$ cat src/rtl/fre_pkg.sv
// Shared types and constants for the four-register instruction execute block.
package fre_pkg;

	// Operation codes of a decoded instruction.
	typedef enum logic [3:0] {
		OP_MV  = 4'd0,
		OP_AD  = 4'd1,
		OP_SB  = 4'd2,
		OP_MU  = 4'd3,
		OP_IC  = 4'd4,
		OP_DC  = 4'd5,
		OP_JP  = 4'd6,
		OP_JC  = 4'd7,
		OP_JZ  = 4'd8,
		OP_JL  = 4'd9,
		OP_JM  = 4'd10,
		OP_NP  = 4'd11,
		OP_EX  = 4'd12,
		OP_LD  = 4'd13,
		OP_XT  = 4'd14,
		OP_UNK = 4'd15
	} op_t;

	// Source operand kinds.
	typedef enum logic [1:0] {
		SRC_REG = 2'd0,
		SRC_IMM = 2'd1,
		SRC_MEM = 2'd2,
		SRC_BAD = 2'd3
	} src_t;

	// Register file indexes.
	localparam logic [1:0] GPR_C = 2'd2;
	localparam logic [1:0] GPR_D = 2'd3;

	// Counter step of an unrecognized opcode.
	localparam logic [16:0] UNKNOWN_STEP = 17'd3;

	// Configuration register byte addresses.
	localparam logic [1:0] ADDR_PROGRAM_LENGTH = 2'd0;

	// One decoded instruction request.
	typedef struct packed {
		logic [3:0]         req_type;
		logic [1:0]         dest_select;
		logic [1:0]         source_kind;
		logic [1:0]         source_select;
		logic [14:0]        immediate_value;
		logic signed [15:0] memory_value;
		logic [15:0]        jump_target;
		logic [7:0]         instr_length;
	} req_t;

	// One execution result.
	typedef struct packed {
		logic signed [15:0] reg_a;
		logic signed [15:0] reg_b;
		logic signed [15:0] reg_c;
		logic signed [15:0] reg_d;
		logic [15:0]        next_counter;
		logic               bad_argument;
		logic               finished;
	} rsp_t;

	// Architectural state of the machine.
	typedef struct packed {
		logic [3:0][15:0] gpr;
		logic [15:0]      pc;
		logic             halted;
	} arch_t;

endpackage

$ cat src/rtl/four_register_instruction_execute_top.sv
// Top level of the four-register instruction execute block.
// Result: written to the output register, or to the skid stage while the output is stalled.
// Throughput: one request per unstalled cycle; register file and counter update on accept.
// Backpressure: a two-entry output buffer; req_stall rises only when both entries are full.
// Reset: registers A-D, the counter, the halt flag and program_length clear to zero.
module four_register_instruction_execute_top (
	input  logic           clk,
	input  logic           arst_n,
	input  logic           req_valid,
	output logic           req_stall,
	input  fre_pkg::req_t  req_data,
	output logic           rsp_valid,
	input  logic           rsp_stall,
	output fre_pkg::rsp_t  rsp_data,
	input  logic           psel,
	input  logic           penable,
	input  logic           pwrite,
	input  logic [1:0]     paddr,
	input  logic [31:0]    pwdata,
	output logic [31:0]    prdata,
	output logic           pready
);
	import fre_pkg::*;

	arch_t       state_q;
	arch_t       state_nxt;
	rsp_t        exec_rsp;
	logic [15:0] program_length_q;
	logic        accept;
	logic        buf_full;

	assign accept    = req_valid && !req_stall;
	assign req_stall = buf_full;
	assign pready    = 1'b1;

	// Configuration register write.
	always_ff @(posedge clk or negedge arst_n) begin
		if (!arst_n) begin
			program_length_q <= 16'd0;
		end else if (psel && penable && pwrite && (paddr == ADDR_PROGRAM_LENGTH)) begin
			program_length_q <= pwdata[15:0];
		end
	end

	// Configuration register read.
	always_comb begin
		prdata = 32'd0;
		if (paddr == ADDR_PROGRAM_LENGTH) begin
			prdata = {16'd0, program_length_q};
		end
	end

	// Execute one instruction against the current state.
	fre_exec u_exec (
		.cur            (state_q),
		.req            (req_data),
		.program_length (program_length_q),
		.nxt            (state_nxt),
		.rsp            (exec_rsp)
	);

	// Architectural state update.
	always_ff @(posedge clk or negedge arst_n) begin
		if (!arst_n) begin
			state_q <= '0;
		end else if (accept) begin
			state_q <= state_nxt;
		end
	end

	// Result buffering.
	fre_skid u_skid (
		.clk       (clk),
		.arst_n    (arst_n),
		.push      (accept),
		.push_data (exec_rsp),
		.full      (buf_full),
		.rsp_valid (rsp_valid),
		.rsp_stall (rsp_stall),
		.rsp_data  (rsp_data)
	);

	// Only reset clears the halt flag.
	assert property (@(posedge clk) disable iff (!arst_n) state_q.halted |=> state_q.halted)
		else $error("halt flag cleared without reset");

	// Once halted, the registers and counter no longer change.
	assert property (@(posedge clk) disable iff (!arst_n)
		state_q.halted |=> ($stable(state_q.gpr) && $stable(state_q.pc)))
		else $error("state changed after halt");

endmodule

$ cat src/rtl/fre_exec.sv
// Combinational execute stage: next architectural state and result of one instruction.
module fre_exec (
	input  fre_pkg::arch_t cur,
	input  fre_pkg::req_t  req,
	input  logic [15:0]    program_length,
	output fre_pkg::arch_t nxt,
	output fre_pkg::rsp_t  rsp
);
	import fre_pkg::*;

	logic [15:0] op_a;
	logic [15:0] op_b;
	logic [15:0] gpr_c;
	logic [15:0] alu;
	logic [16:0] next_pc;
	logic        stopped;
	logic        take;
	logic        bad;

	// Operand selection.
	always_comb begin
		op_a  = cur.gpr[req.dest_select];
		gpr_c = cur.gpr[GPR_C];
		case (src_t'(req.source_kind))
			SRC_REG: op_b = cur.gpr[req.source_select];
			SRC_IMM: op_b = {1'b0, req.immediate_value};
			default: op_b = req.memory_value;
		endcase
	end

	// Arithmetic unit: one adder, one subtractor, a 16-bit low-half multiply, else op_b.
	always_comb begin
		case (op_t'(req.req_type))
			OP_AD:   alu = op_a + op_b;
			OP_SB:   alu = op_a - op_b;
			OP_MU:   alu = op_a * op_b;
			default: alu = op_b;
		endcase
	end

	// Instruction effect on registers and counter.
	always_comb begin
		nxt     = cur;
		bad     = 1'b0;
		take    = 1'b0;
		next_pc = {1'b0, cur.pc} + {9'd0, req.instr_length};
		stopped = cur.halted || (cur.pc >= program_length);

		if (stopped) begin
			nxt.halted = 1'b1;
		end else begin
			case (op_t'(req.req_type))
				OP_MV, OP_AD, OP_SB, OP_MU: begin
					if (src_t'(req.source_kind) == SRC_BAD) begin
						bad = 1'b1;
					end else begin
						nxt.gpr[req.dest_select] = alu;
					end
				end
				OP_IC: nxt.gpr[req.dest_select] = op_a + 16'd1;
				OP_DC: nxt.gpr[req.dest_select] = op_a - 16'd1;
				OP_JP: take = 1'b1;
				OP_JC, OP_JM: take = (gpr_c != 16'd0) && !gpr_c[15];
				OP_JZ: take = (gpr_c == 16'd0);
				OP_JL: take = gpr_c[15];
				OP_EX: nxt.halted = 1'b1;
				OP_LD: nxt.gpr[GPR_D] = req.memory_value;
				OP_NP, OP_XT: ;
				default: next_pc = {1'b0, cur.pc} + UNKNOWN_STEP;
			endcase

			if (take) begin
				next_pc = {1'b0, req.jump_target};
			end
			// Reaching or passing the end of the program text ends execution.
			if (next_pc >= {1'b0, program_length}) begin
				nxt.halted = 1'b1;
			end
			nxt.pc = next_pc[15:0];
		end
	end

	// Result fields.
	always_comb begin
		rsp.reg_a        = nxt.gpr[0];
		rsp.reg_b        = nxt.gpr[1];
		rsp.reg_c        = nxt.gpr[2];
		rsp.reg_d        = nxt.gpr[3];
		rsp.next_counter = nxt.pc;
		rsp.bad_argument = bad;
		rsp.finished     = nxt.halted;
	end

endmodule

$ cat src/rtl/fre_skid.sv
// Output register with a skid stage, so results can wait while new requests are taken.
module fre_skid (
	input  logic          clk,
	input  logic          arst_n,
	input  logic          push,
	input  fre_pkg::rsp_t push_data,
	output logic          full,
	output logic          rsp_valid,
	input  logic          rsp_stall,
	output fre_pkg::rsp_t rsp_data
);
	import fre_pkg::*;

	logic out_valid_q;
	logic skid_valid_q;
	rsp_t out_q;
	rsp_t skid_q;
	logic pop;

	assign pop       = out_valid_q && !rsp_stall;
	assign rsp_valid = out_valid_q;
	assign rsp_data  = out_q;
	assign full      = skid_valid_q;

	// Valid flags.
	always_ff @(posedge clk or negedge arst_n) begin
		if (!arst_n) begin
			out_valid_q  <= 1'b0;
			skid_valid_q <= 1'b0;
		end else if (!out_valid_q || pop) begin
			out_valid_q  <= skid_valid_q || push;
			skid_valid_q <= skid_valid_q && push;
		end else if (push) begin
			skid_valid_q <= 1'b1;
		end
	end

	// Payload registers.
	always_ff @(posedge clk) begin
		if (!out_valid_q || pop) begin
			out_q <= skid_valid_q ? skid_q : push_data;
			if (skid_valid_q && push) begin
				skid_q <= push_data;
			end
		end else if (push) begin
			skid_q <= push_data;
		end
	end

	// The skid stage only holds a result behind a waiting output register.
	assert property (@(posedge clk) disable iff (!arst_n) skid_valid_q |-> out_valid_q)
		else $error("skid stage valid without output register valid");

	// No request is pushed while the skid stage is occupied.
	assert property (@(posedge clk) disable iff (!arst_n) skid_valid_q |-> !push)
		else $error("push into a full skid buffer");

	// A result that is not taken stays in the output register.
	assert property (@(posedge clk) disable iff (!arst_n)
		(out_valid_q && rsp_stall) |=> (out_valid_q && $stable(out_q)))
		else $error("stalled result changed");

endmodule

$ cat config.mk
export PLATFORM = sky130hd
export DESIGN_NAME = four_register_instruction_execute_top
export DESIGN_NICKNAME = d
export VERILOG_FILES = /design/src/rtl/fre_pkg.sv /design/src/rtl/four_register_instruction_execute_top.sv /design/src/rtl/fre_exec.sv /design/src/rtl/fre_skid.sv
export SDC_FILE = /design/constraint.sdc
export NUM_CORES = 1
export LEC_CHECK = 0
export BUFFER_PORTS_ARGS = -buffer_cell sky130_fd_sc_hd__buf_2
export CORE_MARGIN = 3
export CORE_UTILIZATION = 45
export CTS_CLUSTER_DIAMETER = 150
export CTS_CLUSTER_SIZE = 8
export DETAILED_ROUTE_END_ITERATION = 8
export GPL_TIMING_DRIVEN = 0
export SLEW_MARGIN = 20
export SYNTH_ARGS = -nofsm -noshare
export SYNTH_HDL_FRONTEND = slang
export SYNTH_SLANG_ARGS = --single-unit
$ cat constraint.sdc
create_clock -name clk -period 15.9 [get_ports clk]
set_input_delay 0.795 -clock clk [delete_from_list [all_inputs] [get_ports clk]]
set_output_delay 0.795 -clock clk [all_outputs]
set_load 0.01 [all_outputs]
==> flow_metrics.py <==
metrics = {
    "placement": {
        "hpwl_mm": 53.5,
        "portBuffers": 183,
        "placed_cell_area_sq_mm": 0.0219,
        "routabilityCongestion": 0.975,
    },
    "route": {
        "drc": 0,
        "ant_nets": 0,
        "wire_per_inst_microns": 23.5,
        "vias": 16700,
        "vias_per_cell": 5.76,
        "drt-pass1-iter-count": 8,
        "routed_wl_mm": 68.0,
        "drt_iter0_markers": 1755,
    },
    "sta": {
        "max_freq_mhz": 108,
        "tightest_slew_ps": 1200,
        "fin_setup_tns_ps": 0,
        "drv_slew": 0,
        "period_share": 0.584,
        "fin_skew_ps": 18.8,
        "post-route-min-period_ps": 9290,
        "maxSlewHeadroom": 0.193,
        "timing.hold.ws_ps": 117,
        "hold_violations": 0,
        "rsz0062_at_grt": "false",
        "setup_viol": 0,
    },
    "global_route": {
        "first_global_vias": 16800,
        "grt.total_usage": 0.288,
        "antenna_found_initial": 1,
        "grt_max_degree": 73,
        "grt_pass1_wl_mm": 103,
        "grt.overflow.total": 0,
    },
    "finish": {
        "nNetsFinal": 2578,
        "antennaDiodeCount": 0,
        "mostFrequentLayoutCells": "nand2_1 (293), buf_2 (196), inv_1 (178)",
        "fillers": 4054,
        "finalInstanceArea_sq_mm": 0.0230,
        "layout_commonest_cell": "nand2_1",
        "drive_above_1_share": 0.186,
        "syn2layout_area_growth_pct": 15.0,
    },
    "floorplan": {
        "dieHeight_microns": 217,
        "fp.dieW_microns": 217,
        "start_util": 0.460,
        "rows": 76,
        "ioPinCount": 223,
        "core_sq_mm": 0.0436,
        "die_area_sq_mm": 0.0470,
    },
    "pwr": {
        "leakage_nw": 10.2,
        "p_total_mw": 2.92,
        "ir_drop_v": 0.0000969,
        "power.density_mw_per_mm2": 127,
    },
    "critical_path": {
        "crit_family": "adder cells",
        "cp_num_buf_inv": 11,
        "path_max_fanout": 10,
        "cp.depth": 29,
        "critPathCaptureType": "register",
        "cpMostUsedCell": "fa_1",
        "startpoint_type": "input pin",
        "cp_slowest_stage_delay_ps": 760,
        "critical_path_class": "input pin to register",
        "cp.required_ps": 16190,
        "r2r_cells": 27,
        "cpMaxStageDelayCell": "a2111oi_0",
        "arrival_ps": 9580,
    },
    "clocking": {
        "clock_latency_ps": 550,
        "cts_tree": "done",
        "postCtsSetupRepairBufs": 0,
        "clockRootBuffer": "clkbuf_16",
        "cts_sinks": 263,
        "clk_pin_slew_ps": 50,
        "htreeDepth": 2,
        "ctsHoldBuffers": 0,
        "clock_path_buffers": 3,
        "cts_made_buffers": 38,
        "ctsResizeCount": 0,
    },
    "yosys": {
        "synthTopCellsByArea": "edfxtp_1 (25%), dfrtp_1 (12%), fa_1 (8.2%), ha_1 (6.8%), mux2_2 (5.9%)",
        "ys.flop_type": "edfxtp_1",
        "netlist_area_sq_mm": 0.0200,
        "ys_seq_area_frac": 0.370,
        "yosys_warnings": 0,
        "synth_edf_count": 164,
        "synth_cell_types": 86,
        "synthArstFlopShare": 0.376,
        "synth_cells": 2036,
        "avgSynthCellArea_sq_um": 9.83,
        "synth_top_area_share": 0.246,
        "synth_seq_cells": 263,
        "synth_top_area_cell": "edfxtp_1",
    },
    "worst_hold_path": {
        "hold_class": "input pin to async pin",
    },
    "run": {
        "maxCapViolations": 0,
    },
    "status": {
        "status": "finished clean",
    },
}
cell usage after synthesis, drive strengths merged (8+ instances only):
| master | n |
|---|---|
| o21a | 12 |
| nand4 | 12 |
| nand2 | 294 |
| nor4 | 8 |
| a21o | 17 |
| fa | 82 |
| a31oi | 8 |
| edfxtp | 164 |
| xnor2 | 60 |
| and2 | 20 |
| nor3 | 35 |
| nand3 | 16 |
| nor2 | 142 |
| dfrtp | 99 |
| o21ai | 162 |
| a22o | 44 |
| nor2b | 15 |
| ha | 108 |
| a221oi | 10 |
| or3 | 11 |
| mux4 | 16 |
| xor2 | 18 |
| inv | 187 |
| mux2i | 35 |
| and3 | 10 |
| a222oi | 13 |
| mux2 | 110 |
| a22oi | 14 |
| nand2b | 22 |
| o22ai | 13 |
| a21oi | 66 |
| clkbuf | 76 |
| buf | 47 |
worst register-to-register path: stages (launching register included):
cell	delay [ps]
dfrtp_1	470
mux4_2	490
mux2i_1	220
o21ai_1	380
inv_2	160
clkbuf_1	520
nor2_1	140
fa_1	560
inv_1	60
fa_1	540
inv_1	50
ha_1	190
fa_1	470
fa_1	540
inv_1	50
fa_1	470
inv_1	40
ha_1	220
a2111oi_0	760
o41ai_1	180
xnor2_1	270
a221oi_1	310
o21ai_0	210
a222oi_1	720
buf_2	290
o21ai_1	70
o2bb2ai_1	160
mux2_2	290
metal layers:
layer / vias to the layer above / GRT usage / share of wire
met5: - / 0 / 0.00019
li1: 7612 / - / -
met4: 2 / 0.117 / 0.047
met2: 716 / 0.464 / 0.46
met1: 8177 / 0.392 / 0.43
met3: 170 / 0.0417 / 0.068
final timing paths:
kind / from / to / slack (ps)
max: req_data[58] / u_skid.rsp_data[78]$_DFFE_PN_ / 6610
min: arst_n / program_length_q[1]$_DFFE_PN0P_ / 120
max reg2reg: state_q[18]$_DFFE_PN0P_ / u_skid.rsp_data[78]$_DFFE_PN_ / 6810
min reg2reg: u_skid.skid_q[6]$_DFFE_PP_ / u_skid.rsp_data[6]$_DFFE_PN_ / 520
max in group asynchronous: arst_n / state_q[23]$_DFFE_PN0P_ / 15070
min in group clk: pwdata[12] / program_length_q[12]$_DFFE_PN0P_ / 450
registers in the layout, indices dropped and copies added, names as in the netlist:
name,flops
program_length_q,16
state_q,81
u_skid.full,1
u_skid.rsp_data,82
u_skid.rsp_valid,1
u_skid.skid_q,82
per-stage QoR:
stage               setup WS, ps   util  instances
finish                      6610  0.528       2897
global route                6210  0.528       2897
global placement            5840  0.499       2819
CTS                         6700  0.528       2896
detailed placement          6160  0.503       2826
floorplan                   7930      -       2051
logic make-up (layout without fill, tap and decap cells):
logic type / Yosys count / in the layout / share of synthesized area
simple gates: 600 / 600 / 0.132
buf+inv: 310 / 571 / 0.0655
mux: 161 / 161 / 0.0983
flops: 263 / 263 / 0.370
fa+ha+maj: 190 / 190 / 0.150
compound gates: 425 / 425 / 0.141
other cells: 2 / 17 / 0.000375
xor+xnor: 85 / 85 / 0.0425
report_power, final:
part	total (mW)	internal (mW)	switching, mW	leakage, nW
combinational	1.22	0.475	0.743	6.74
clock	0.759	0.453	0.306	0.528
sequential	0.940	0.852	0.0873	2.96
layout make-up:
| type | count | area, sq um | area share |
|---|---|---|---|
| timing repair buffer | 191 | 1070 | 0.0463 |
| multi-input combinational | 1478 | 11400 | 0.495 |
| buffer | 123 | 609 | 0.0265 |
| clock buffer | 67 | 1060 | 0.0460 |
| clock inverter | 3 | 62.6 | 0.00272 |
| sequential | 263 | 7400 | 0.322 |
| inverter | 187 | 702 | 0.0305 |
| tap | 585 | 732 | 0.0318 |
(Power assumes the default switching activity.)
